`config.mk`:
```
export PLATFORM = sky130hd
export DESIGN_NAME = imu_bias_calibrate_and_correct_flat
export DESIGN_NICKNAME = d
export VERILOG_FILES = /design/src/ibc_pkg.sv /design/src/ibc_in_if.sv /design/src/ibc_out_if.sv /design/src/ibc_accum.sv /design/src/ibc_div.sv /design/src/ibc_corr.sv /design/src/imu_bias_calibrate_and_correct.sv /design/src/flat_wrapper.sv
export SDC_FILE = /design/constraint.sdc
export NUM_CORES = 1
export LEC_CHECK = 0
export ABC_AREA = 1
export BUFFER_PORTS_ARGS = -buffer_cell sky130_fd_sc_hd__buf_2
export CELL_PAD_IN_SITES_DETAIL_PLACEMENT = 1
export CELL_PAD_IN_SITES_GLOBAL_PLACEMENT = 1
export CORE_UTILIZATION = 47
export CTS_CLUSTER_SIZE = 30
export DETAILED_ROUTE_END_ITERATION = 8
export PLACE_DENSITY = 0.81
export SLEW_MARGIN = 0
export SYNTH_ARGS = -nofsm -noshare
export SYNTH_HDL_FRONTEND = slang
export SYNTH_SLANG_ARGS = --single-unit
```
`constraint.sdc`:
```
create_clock -name clk -period 6.2 [get_ports clk]
set_input_delay 0.31 -clock clk [delete_from_list [all_inputs] [get_ports clk]]
set_output_delay 0.31 -clock clk [all_outputs]
set_load 0.03 [all_outputs]
```
`src/ibc_pkg.sv`:
```
package ibc_pkg;

  // Six axes in the order accel x, y, z, then rate x, y, z.
  localparam int AXES = 6;
  localparam int DATA_W = 16;
  localparam int GRAV_W = 15;

  localparam int AXIS_ACCEL_Z = 2;

  localparam logic [GRAV_W-1:0] GRAV_RESET = 15'd8192;

  typedef logic signed [DATA_W-1:0] sample_t;
  typedef logic [AXES-1:0][DATA_W-1:0] axes_t;

  // Command from the top level to the offset divider.
  typedef struct packed {
    logic              start;
    logic [GRAV_W-1:0] gravity;
  } div_cmd_t;

  // Status from the offset divider.
  typedef struct packed {
    logic busy;
    logic done;
  } div_sts_t;

endpackage

```
`src/ibc_in_if.sv`:
```
interface ibc_in_if;
  import ibc_pkg::*;

  logic    valid;
  logic    ready;
  sample_t accel_x;
  sample_t accel_y;
  sample_t accel_z;
  sample_t rate_x;
  sample_t rate_y;
  sample_t rate_z;

  modport source (
    output valid, accel_x, accel_y, accel_z, rate_x, rate_y, rate_z,
    input  ready
  );

  modport sink (
    input  valid, accel_x, accel_y, accel_z, rate_x, rate_y, rate_z,
    output ready
  );

endinterface

```
`src/ibc_out_if.sv`:
```
interface ibc_out_if;
  import ibc_pkg::*;

  logic    valid;
  logic    ready;
  sample_t accel_x_corr;
  sample_t accel_y_corr;
  sample_t accel_z_corr;
  sample_t rate_x_corr;
  sample_t rate_y_corr;
  sample_t rate_z_corr;

  modport source (
    output valid, accel_x_corr, accel_y_corr, accel_z_corr,
           rate_x_corr, rate_y_corr, rate_z_corr,
    input  ready
  );

  modport sink (
    input  valid, accel_x_corr, accel_y_corr, accel_z_corr,
           rate_x_corr, rate_y_corr, rate_z_corr,
    output ready
  );

endinterface

```
`src/ibc_accum.sv`:
```
module ibc_accum #(
  parameter int SAMPLES = 128,
  parameter int SUM_W   = 24,
  parameter int CNT_W   = 8
) (
  input  logic                                     clk,
  input  logic                                     rst_n,
  input  logic                                     en,
  input  ibc_pkg::axes_t                           samples,
  output logic                                     last,
  output logic [ibc_pkg::AXES-1:0][SUM_W-1:0]      sums
);
  import ibc_pkg::*;

  logic [CNT_W-1:0]            count_r;
  logic [CNT_W-1:0]            count_nxt;
  logic [AXES-1:0][SUM_W-1:0]  sums_r;
  logic [AXES-1:0][SUM_W-1:0]  sums_nxt;

  // The word that brings the count to SAMPLES closes calibration.
  assign last = en && (count_r == CNT_W'(SAMPLES - 1));

  // One sign-extending add per axis.
  always_comb begin
    count_nxt = count_r;
    sums_nxt  = sums_r;
    if (en) begin
      count_nxt = count_r + CNT_W'(1);
      for (int i = 0; i < AXES; i++) begin
        sums_nxt[i] = sums_r[i] +
          {{(SUM_W - DATA_W){samples[i][DATA_W-1]}}, samples[i]};
      end
    end
  end

  always_ff @(posedge clk) begin
    if (!rst_n) begin
      count_r <= '0;
      sums_r  <= '0;
    end else begin
      count_r <= count_nxt;
      sums_r  <= sums_nxt;
    end
  end

  assign sums = sums_r;

endmodule

```
`src/ibc_div.sv`:
```
module ibc_div #(
  parameter int SAMPLES = 128,
  parameter int SUM_W   = 24
) (
  input  logic                                  clk,
  input  logic                                  rst_n,
  input  ibc_pkg::div_cmd_t                     cmd,
  input  logic [ibc_pkg::AXES-1:0][SUM_W-1:0]   sums,
  output ibc_pkg::div_sts_t                     sts,
  output ibc_pkg::axes_t                        offsets
);
  import ibc_pkg::*;

  // A sum magnitude stays below 2**(SUM_W-1). Multiplying it by the rounded-up
  // reciprocal of SAMPLES and dropping SHIFT bits gives the exact quotient.
  localparam int MAG_W  = SUM_W - 1;
  localparam int SHIFT  = MAG_W + $clog2(SAMPLES);
  localparam int PROD_W = MAG_W + SUM_W;
  localparam logic [63:0] RECIP_WIDE =
    ((64'd1 << SHIFT) + 64'(SAMPLES) - 64'd1) / 64'(SAMPLES);
  localparam logic [SUM_W-1:0] RECIP = RECIP_WIDE[SUM_W-1:0];

  logic [AXES-1:0][SUM_W-1:0]   mag_in;
  logic [AXES-1:0][MAG_W-1:0]   mag_r;
  logic [AXES-1:0]              neg_r;
  logic [AXES-1:0][DATA_W-1:0]  quo_r;
  logic [AXES-1:0][DATA_W-1:0]  quo_nxt;
  logic [PROD_W-1:0]            prod;
  logic                         mul_r;
  logic                         fin_r;
  logic                         done_r;
  logic [GRAV_W-1:0]            grav_r;
  axes_t                        offsets_r;
  axes_t                        offsets_nxt;

  // Magnitude of each sum; the sign is kept aside.
  always_comb begin
    for (int i = 0; i < AXES; i++) begin
      mag_in[i] = sums[i][SUM_W-1] ? (~sums[i] + SUM_W'(1)) : sums[i];
    end
  end

  // One reciprocal multiply per axis gives the truncated quotient.
  always_comb begin
    prod = '0;
    for (int i = 0; i < AXES; i++) begin
      prod = PROD_W'(mag_r[i]) * PROD_W'(RECIP);
      quo_nxt[i] = prod[SHIFT +: DATA_W];
    end
  end

  // Restore the sign (truncation toward zero) and take gravity off accel z.
  always_comb begin
    for (int i = 0; i < AXES; i++) begin
      offsets_nxt[i] = neg_r[i] ? (~quo_r[i] + DATA_W'(1)) : quo_r[i];
      if (i == AXIS_ACCEL_Z) begin
        offsets_nxt[i] = offsets_nxt[i] - {1'b0, grav_r};
      end
    end
  end

  // Three steps: load magnitudes, multiply, then sign and gravity.
  always_ff @(posedge clk) begin
    if (!rst_n) begin
      mul_r     <= 1'b0;
      fin_r     <= 1'b0;
      done_r    <= 1'b0;
      offsets_r <= '0;
    end else begin
      mul_r  <= cmd.start;
      fin_r  <= mul_r;
      done_r <= fin_r;
      if (fin_r) begin
        offsets_r <= offsets_nxt;
      end
    end
  end

  // Datapath registers of the lanes.
  always_ff @(posedge clk) begin
    if (cmd.start) begin
      grav_r <= cmd.gravity;
      for (int i = 0; i < AXES; i++) begin
        neg_r[i] <= sums[i][SUM_W-1];
        mag_r[i] <= mag_in[i][MAG_W-1:0];
      end
    end
    if (mul_r) begin
      quo_r <= quo_nxt;
    end
  end

  assign sts.busy = mul_r || fin_r;
  assign sts.done = done_r;
  assign offsets  = offsets_r;

endmodule

```
`src/ibc_corr.sv`:
```
module ibc_corr (
  input  logic           clk,
  input  logic           rst_n,
  input  logic           take_valid,
  output logic           take_ready,
  input  ibc_pkg::axes_t samples,
  input  ibc_pkg::axes_t offsets,
  output logic           out_valid,
  input  logic           out_ready,
  output ibc_pkg::axes_t out_data
);
  import ibc_pkg::*;

  logic  s1_v_r;
  logic  s1_v_nxt;
  axes_t s1_data_r;
  logic  out_v_r;
  axes_t out_data_r;
  axes_t diff;
  logic  out_adv;
  logic  s1_ready;

  // Each stage moves when the one after it is empty or draining.
  assign out_adv    = !out_v_r || out_ready;
  assign s1_ready   = !s1_v_r || out_adv;
  assign take_ready = s1_ready;

  always_comb begin
    s1_v_nxt = s1_v_r;
    if (take_valid && s1_ready) begin
      s1_v_nxt = 1'b1;
    end else if (out_adv) begin
      s1_v_nxt = 1'b0;
    end
  end

  // Subtract the offsets, wrapping to 16 bits.
  always_comb begin
    for (int i = 0; i < AXES; i++) begin
      diff[i] = s1_data_r[i] - offsets[i];
    end
  end

  always_ff @(posedge clk) begin
    if (!rst_n) begin
      s1_v_r  <= 1'b0;
      out_v_r <= 1'b0;
    end else begin
      s1_v_r <= s1_v_nxt;
      if (out_adv) begin
        out_v_r <= s1_v_r;
      end
    end
  end

  always_ff @(posedge clk) begin
    if (take_valid && s1_ready) begin
      s1_data_r <= samples;
    end
    if (out_adv && s1_v_r) begin
      out_data_r <= diff;
    end
  end

  assign out_valid = out_v_r;
  assign out_data  = out_data_r;

endmodule

```
`src/imu_bias_calibrate_and_correct.sv`:
```
// Channel   Dir  Handshake            Word
// in_ch     in   valid/ready          six raw axes, 16-bit signed each
// out_ch    out  valid/ready          six corrected axes, 16-bit signed each
// cfg       in   cfg_we/cfg_wdata     gravity_counts, 15 bits
//
// The first SAMPLES words are accumulated at one per cycle and give no result.
// The offsets are then computed with in_ch.ready low: magnitude load, one
// reciprocal multiply per axis, sign and gravity, and the handoff.
// After that one word is taken every cycle while out_ch does not stall; each word is registered twice on its way.
// Reset is synchronous and active low; out_ch stalls back up through both stages.
module imu_bias_calibrate_and_correct #(
  parameter int SAMPLES = 128
) (
  input  logic                          clk,
  input  logic                          rst_n,
  ibc_in_if.sink                        in_ch,
  ibc_out_if.source                     out_ch,
  input  logic                          cfg_we,
  input  logic [ibc_pkg::GRAV_W-1:0]    cfg_wdata
);
  import ibc_pkg::*;

  localparam int CNT_W = $clog2(SAMPLES + 1);
  localparam int SUM_W = DATA_W + $clog2(SAMPLES + 1);

  logic                        calibrating_r;
  logic                        offsets_ok_r;
  logic                        start_r;
  logic [GRAV_W-1:0]           gravity_r;
  logic [GRAV_W-1:0]           grav_snap_r;
  logic                        in_fire;
  logic                        acc_en;
  logic                        acc_last;
  logic [AXES-1:0][SUM_W-1:0]  sums;
  div_cmd_t                    div_cmd;
  div_sts_t                    div_sts;
  axes_t                       offsets;
  axes_t                       samples;
  axes_t                       corr_data;
  logic                        corr_take;
  logic                        corr_ready;

  assign samples = {in_ch.rate_z, in_ch.rate_y, in_ch.rate_x,
                    in_ch.accel_z, in_ch.accel_y, in_ch.accel_x};

  // While calibrating every word goes to the accumulator; afterward the
  // correction pipeline takes words once the offsets are in place.
  assign in_ch.ready = calibrating_r || (offsets_ok_r && corr_ready);
  assign in_fire     = in_ch.valid && in_ch.ready;
  assign acc_en      = in_fire && calibrating_r;
  assign corr_take   = in_ch.valid && offsets_ok_r;

  // Configuration register.
  always_ff @(posedge clk) begin
    if (!rst_n) begin
      gravity_r <= GRAV_RESET;
    end else if (cfg_we) begin
      gravity_r <= cfg_wdata;
    end
  end

  // Calibration phase control.
  always_ff @(posedge clk) begin
    if (!rst_n) begin
      calibrating_r <= 1'b1;
      offsets_ok_r  <= 1'b0;
      start_r       <= 1'b0;
    end else begin
      start_r <= acc_last;
      if (acc_last) begin
        calibrating_r <= 1'b0;
      end
      if (div_sts.done) begin
        offsets_ok_r <= 1'b1;
      end
    end
  end

  // Gravity is sampled when the last calibration word arrives.
  always_ff @(posedge clk) begin
    if (acc_last) begin
      grav_snap_r <= gravity_r;
    end
  end

  assign div_cmd.start   = start_r;
  assign div_cmd.gravity = grav_snap_r;

  ibc_accum #(
    .SAMPLES (SAMPLES),
    .SUM_W   (SUM_W),
    .CNT_W   (CNT_W)
  ) u_accum (
    .clk     (clk),
    .rst_n   (rst_n),
    .en      (acc_en),
    .samples (samples),
    .last    (acc_last),
    .sums    (sums)
  );

  ibc_div #(
    .SAMPLES (SAMPLES),
    .SUM_W   (SUM_W)
  ) u_div (
    .clk     (clk),
    .rst_n   (rst_n),
    .cmd     (div_cmd),
    .sums    (sums),
    .sts     (div_sts),
    .offsets (offsets)
  );

  ibc_corr u_corr (
    .clk        (clk),
    .rst_n      (rst_n),
    .take_valid (corr_take),
    .take_ready (corr_ready),
    .samples    (samples),
    .offsets    (offsets),
    .out_valid  (out_ch.valid),
    .out_ready  (out_ch.ready),
    .out_data   (corr_data)
  );

  assign out_ch.accel_x_corr = corr_data[0];
  assign out_ch.accel_y_corr = corr_data[1];
  assign out_ch.accel_z_corr = corr_data[2];
  assign out_ch.rate_x_corr  = corr_data[3];
  assign out_ch.rate_y_corr  = corr_data[4];
  assign out_ch.rate_z_corr  = corr_data[5];

  // No word is taken while the offsets are being computed.
  a_no_accept_while_dividing: assert property (@(posedge clk) disable iff (!rst_n)
    (!calibrating_r && !offsets_ok_r) |-> !in_ch.ready)
    else $error("word accepted while offsets were being computed");

  // No result leaves before calibration has finished.
  a_no_result_while_calibrating: assert property (@(posedge clk) disable iff (!rst_n)
    calibrating_r |-> !out_ch.valid)
    else $error("result produced during calibration");

  // The divider finishes only once, after calibration ends.
  a_done_after_calibration: assert property (@(posedge clk) disable iff (!rst_n)
    div_sts.done |-> (!calibrating_r && !offsets_ok_r))
    else $error("divider finished outside the offset phase");

  // Calibration ends by starting the divider on the next cycle.
  a_start_follows_last: assert property (@(posedge clk) disable iff (!rst_n)
    acc_last |=> (div_cmd.start && !calibrating_r))
    else $error("divider not started after the last calibration word");

endmodule
```
`src/flat_wrapper.sv`:
```
// flat-port wrapper written by rule: the top's interface ports become plain ports
module imu_bias_calibrate_and_correct_flat import ibc_pkg::*;
#(
  parameter int SAMPLES = 128
)
  (clk, rst_n, cfg_we, cfg_wdata, in_ch_valid, in_ch_accel_x, in_ch_accel_y, in_ch_accel_z, in_ch_rate_x, in_ch_rate_y, in_ch_rate_z, in_ch_ready, out_ch_valid, out_ch_accel_x_corr, out_ch_accel_y_corr, out_ch_accel_z_corr, out_ch_rate_x_corr, out_ch_rate_y_corr, out_ch_rate_z_corr, out_ch_ready);
  ibc_in_if in_ch_i ();
  ibc_out_if out_ch_i ();
  input  logic clk;
  input  logic rst_n;
  input  logic cfg_we;
  input  logic [ibc_pkg::GRAV_W-1:0] cfg_wdata;
  input wire logic [$bits(in_ch_i.valid)-1:0] in_ch_valid;
  input wire logic [$bits(in_ch_i.accel_x)-1:0] in_ch_accel_x;
  input wire logic [$bits(in_ch_i.accel_y)-1:0] in_ch_accel_y;
  input wire logic [$bits(in_ch_i.accel_z)-1:0] in_ch_accel_z;
  input wire logic [$bits(in_ch_i.rate_x)-1:0] in_ch_rate_x;
  input wire logic [$bits(in_ch_i.rate_y)-1:0] in_ch_rate_y;
  input wire logic [$bits(in_ch_i.rate_z)-1:0] in_ch_rate_z;
  output wire logic [$bits(in_ch_i.ready)-1:0] in_ch_ready;
  output wire logic [$bits(out_ch_i.valid)-1:0] out_ch_valid;
  output wire logic [$bits(out_ch_i.accel_x_corr)-1:0] out_ch_accel_x_corr;
  output wire logic [$bits(out_ch_i.accel_y_corr)-1:0] out_ch_accel_y_corr;
  output wire logic [$bits(out_ch_i.accel_z_corr)-1:0] out_ch_accel_z_corr;
  output wire logic [$bits(out_ch_i.rate_x_corr)-1:0] out_ch_rate_x_corr;
  output wire logic [$bits(out_ch_i.rate_y_corr)-1:0] out_ch_rate_y_corr;
  output wire logic [$bits(out_ch_i.rate_z_corr)-1:0] out_ch_rate_z_corr;
  input wire logic [$bits(out_ch_i.ready)-1:0] out_ch_ready;
  assign in_ch_i.valid = in_ch_valid;
  assign in_ch_i.accel_x = in_ch_accel_x;
  assign in_ch_i.accel_y = in_ch_accel_y;
  assign in_ch_i.accel_z = in_ch_accel_z;
  assign in_ch_i.rate_x = in_ch_rate_x;
  assign in_ch_i.rate_y = in_ch_rate_y;
  assign in_ch_i.rate_z = in_ch_rate_z;
  assign in_ch_ready = in_ch_i.ready;
  assign out_ch_valid = out_ch_i.valid;
  assign out_ch_accel_x_corr = out_ch_i.accel_x_corr;
  assign out_ch_accel_y_corr = out_ch_i.accel_y_corr;
  assign out_ch_accel_z_corr = out_ch_i.accel_z_corr;
  assign out_ch_rate_x_corr = out_ch_i.rate_x_corr;
  assign out_ch_rate_y_corr = out_ch_i.rate_y_corr;
  assign out_ch_rate_z_corr = out_ch_i.rate_z_corr;
  assign out_ch_i.ready = out_ch_ready;
  imu_bias_calibrate_and_correct #(.SAMPLES(SAMPLES)) u_core (.clk(clk), .rst_n(rst_n), .in_ch(in_ch_i), .out_ch(out_ch_i), .cfg_we(cfg_we), .cfg_wdata(cfg_wdata));
endmodule
```
==> flow_metrics.tcl <==
set metrics [dict create \
    antenna_found_initial 2 \
    ys_top_cells_by_area "edfxtp_1 (29%), nand2_1 (13%), dfxtp_1 (13%)" \
    hp-start "in_ch_rate_z[15]" \
    clock_latency_ns 0.65 \
    whs_path_depth 1 \
    r2r_slack_ns 2.58 \
    h-tree-depth 3 \
    regArea_um2 18000 \
    die-area_um2 92500 \
    vias 38200 \
    dpl_cell_area_um2 45200 \
    top_layer "met5" \
    syn_avg_cell_area_um2 7.53 \
    crit_chain "nand2_8 -> inv_4 -> nand3_1 -> nor2_1 -> nand2_1 -> nor2_1 -> nand2_1 -> nor2_2" \
    holdPathEnd "u_core.u_corr.s1_data_r[95]" \
    wl_met1_mm 59.3 \
    syn_area_um2 42900 \
    wl_mm 133 \
    start_util 0.475 \
    clock.fmax_mhz 277 \
    grt_remaining_overflow 0 \
    synth_edf_count 420 \
    ys_ff_latch 691 \
    multi_input_area_um2 20500 \
    period_minus_slack_ns 3.62 \
    outcome "finished, final reports clean" \
    nets 6391 \
    crit_arrival_ns 3.88 \
    synth_cell_types 47 \
    layout_common_cells "nand2_1 (1482), inv_1 (1057), nor2_1 (513)" \
    worstPathRequired_ns 6.46 \
    io_pins 214 \
    clk_path_buf_depth 3 \
    core_area_um2 90300 \
    end_kind "flop" \
    portBuffers 213 \
    fillers 11400 \
    syn_to_final_growth_pct 14.2 \
    grt_first_pass_wirelength_mm 213 \
    yosys_warnings 0 \
    ys.flop_type "edfxtp_1" \
    reg2reg_from "u_core.calibrating_r" \
    drc 0 \
    clock_skew_ns 0.0194 \
    dr_wl_met3_mm 4.59 \
    route.antenna.remaining_nets 0 \
    worstSetupPathType "flop to flop" \
    cts-root-buf "clkbuf_16" \
    synthCells 5702 \
    r2r_end "u_core.grav_snap_r[3]" \
    max_slew_margin 0.277 \
    via_per_inst 5.26 \
    crit_slowest_cell "inv_4" \
    p_leak_nw 23.6 \
    power.density_nw_per_um2 251 \
    critical_path.max_stage_delay_ns 0.94 \
    async_flop_share 0 \
    cts_tree "built" \
    instances_no_fill 7255 \
    tns_ns 0 \
    drv_cap 0 \
    hold_violations 0 \
    drt_iter0_markers 1963 \
    drive_above_1_share 0.0748 \
    ctsResizeCount 0 \
    dp.cells 7001 \
    diodes 0 \
    ys_seq_area_frac 0.420 \
    layout_commonest_cell "nand2_1" \
    row_count 110 \
    post-route-period-util 0.583 \
    dp_hpwl_mm 98.8 \
    cts_made_buffers 80 \
    synth_top_area_frac 0.294 \
    gp_congestion 0.902 \
    met2WireLength_mm 66.3 \
    vdd_drop_max_uv 178 \
    grt_pass1_vias 40200 \
    wl_per_cell_um 18.4 \
    rsz0062_at_grt "no" \
    synth_largest_area_cell "edfxtp_1" \
    dr.pass1.iters 8 \
    grt_max_degree 91 \
    die_h_um 304 \
    post_cts_buffers 0 \
    setup_viol 0 \
    cp_max_fo 82 \
    cts_sinks 691 \
    die_w_um 304 \
    clk_pin_slew_ns 0.06 \
    hold_class "primary input to flop" \
    grt_usage 0.287 \
    holdBufCountCts 105 \
    final_area_um2 49000 \
    drv_slew 0 \
    worst_pin_slew_ns 1.08 \
    r2r.worst_path.cells 8 \
    syn-num-nets 6081 \
    cp-start-kind "flop" \
]
[area by class of cell]
type | count | area share
sequential | 691 | 0.368
inverter | 1064 | 0.0817
clock inverter | 43 | 0.0101
timing repair buffer | 329 | 0.0450
clock buffer | 106 | 0.0467
tap | 1176 | 0.0300
multi-input combinational | 3846 | 0.418
[sequential cells by signal (all words and copies together), names as in the netlist]
register,count
u_core.u_accum.sums,144
u_core.u_corr.out_data,96
u_core.u_corr.s1_data_r,96
u_core.u_div.mag_r,96
u_core.u_div.offsets,96
u_core.u_div.quo_r,96
u_core.grav_snap_r,15
u_core.gravity_r,15
u_core.u_div.grav_r,15
u_core.u_accum.count_r,8
u_core.u_div.neg_r,6
u_core.calibrating_r,1
u_core.offsets_ok_r,1
u_core.start_r,1
u_core.u_corr.out_valid,1
u_core.u_corr.s1_v_r,1
u_core.u_div.done_r,1
u_core.u_div.fin_r,1
u_core.u_div.mul_r,1
[metrics by stage]
step	power (mW)	utilization	setup WS (ns)	hold slack, ns
floorplan	6.68	-	0.489	0.400
global placement	7.20	0.500	2.59	0.400
detailed placement	7.29	0.500	2.51	0.405
CTS	12.4	0.543	2.52	0.000177
global route	12.9	0.543	2.24	0.0219
finish	12.3	0.543	2.58	0.0473
[power by group]
group          switching [mW]  leakage, nW  internal (mW)  total, mW
logic                    1.42         16.3          0.726       2.15
registers               0.146         6.02           4.99       5.14
clock network            2.06         1.36           2.96       5.02
total                    3.63         23.6           8.67       12.3
[worst max-delay path by stage]
stage	from	depth (start not counted)	to
CTS	u_core.calibrating_r	8	u_core.grav_snap_r[4]
global route	u_core.calibrating_r	8	u_core.grav_snap_r[1]
floorplan	u_core.u_corr.out_valid	1	u_core.u_corr.out_data[0]
detailed placement	in_ch_valid	9	u_core.grav_snap_r[1]
global placement	in_ch_valid	9	u_core.grav_snap_r[0]
finish	u_core.calibrating_r	8	u_core.grav_snap_r[3]
[cell families after synthesis]
kind of cell    synth area share
flops                      0.420
buf+inv                    0.103
fa+ha+maj                 0.0790
compound gates            0.0939
simple gates               0.250
xor+xnor                  0.0539
[cells in the mapped netlist, drive strengths merged, types with 54 or more instances]
cell type  count
nand2       1504
inv         1063
nor2         542
edfxtp       420
a21oi        398
nand3        342
o21ai        282
dfxtp        271
ha           250
xor2         211
nand4         71
nor3          54
[worst max-delay path, delay by kind of cell, from the launching register on]
family / cells / cell delay (ns)
buffers and inverters: 1 / 0.94
DFF: 1 / 0.43
and+or+nand+nor: 7 / 1.83
[layer usage]
layer / up-vias / track usage
met1: 18400 / 0.361
met5: - / 0
met3: 192 / 0.0315
li1: 18800 / -
met2: 695 / 0.519
met4: 2 / 0.0790
(Power assumes the default switching activity.)
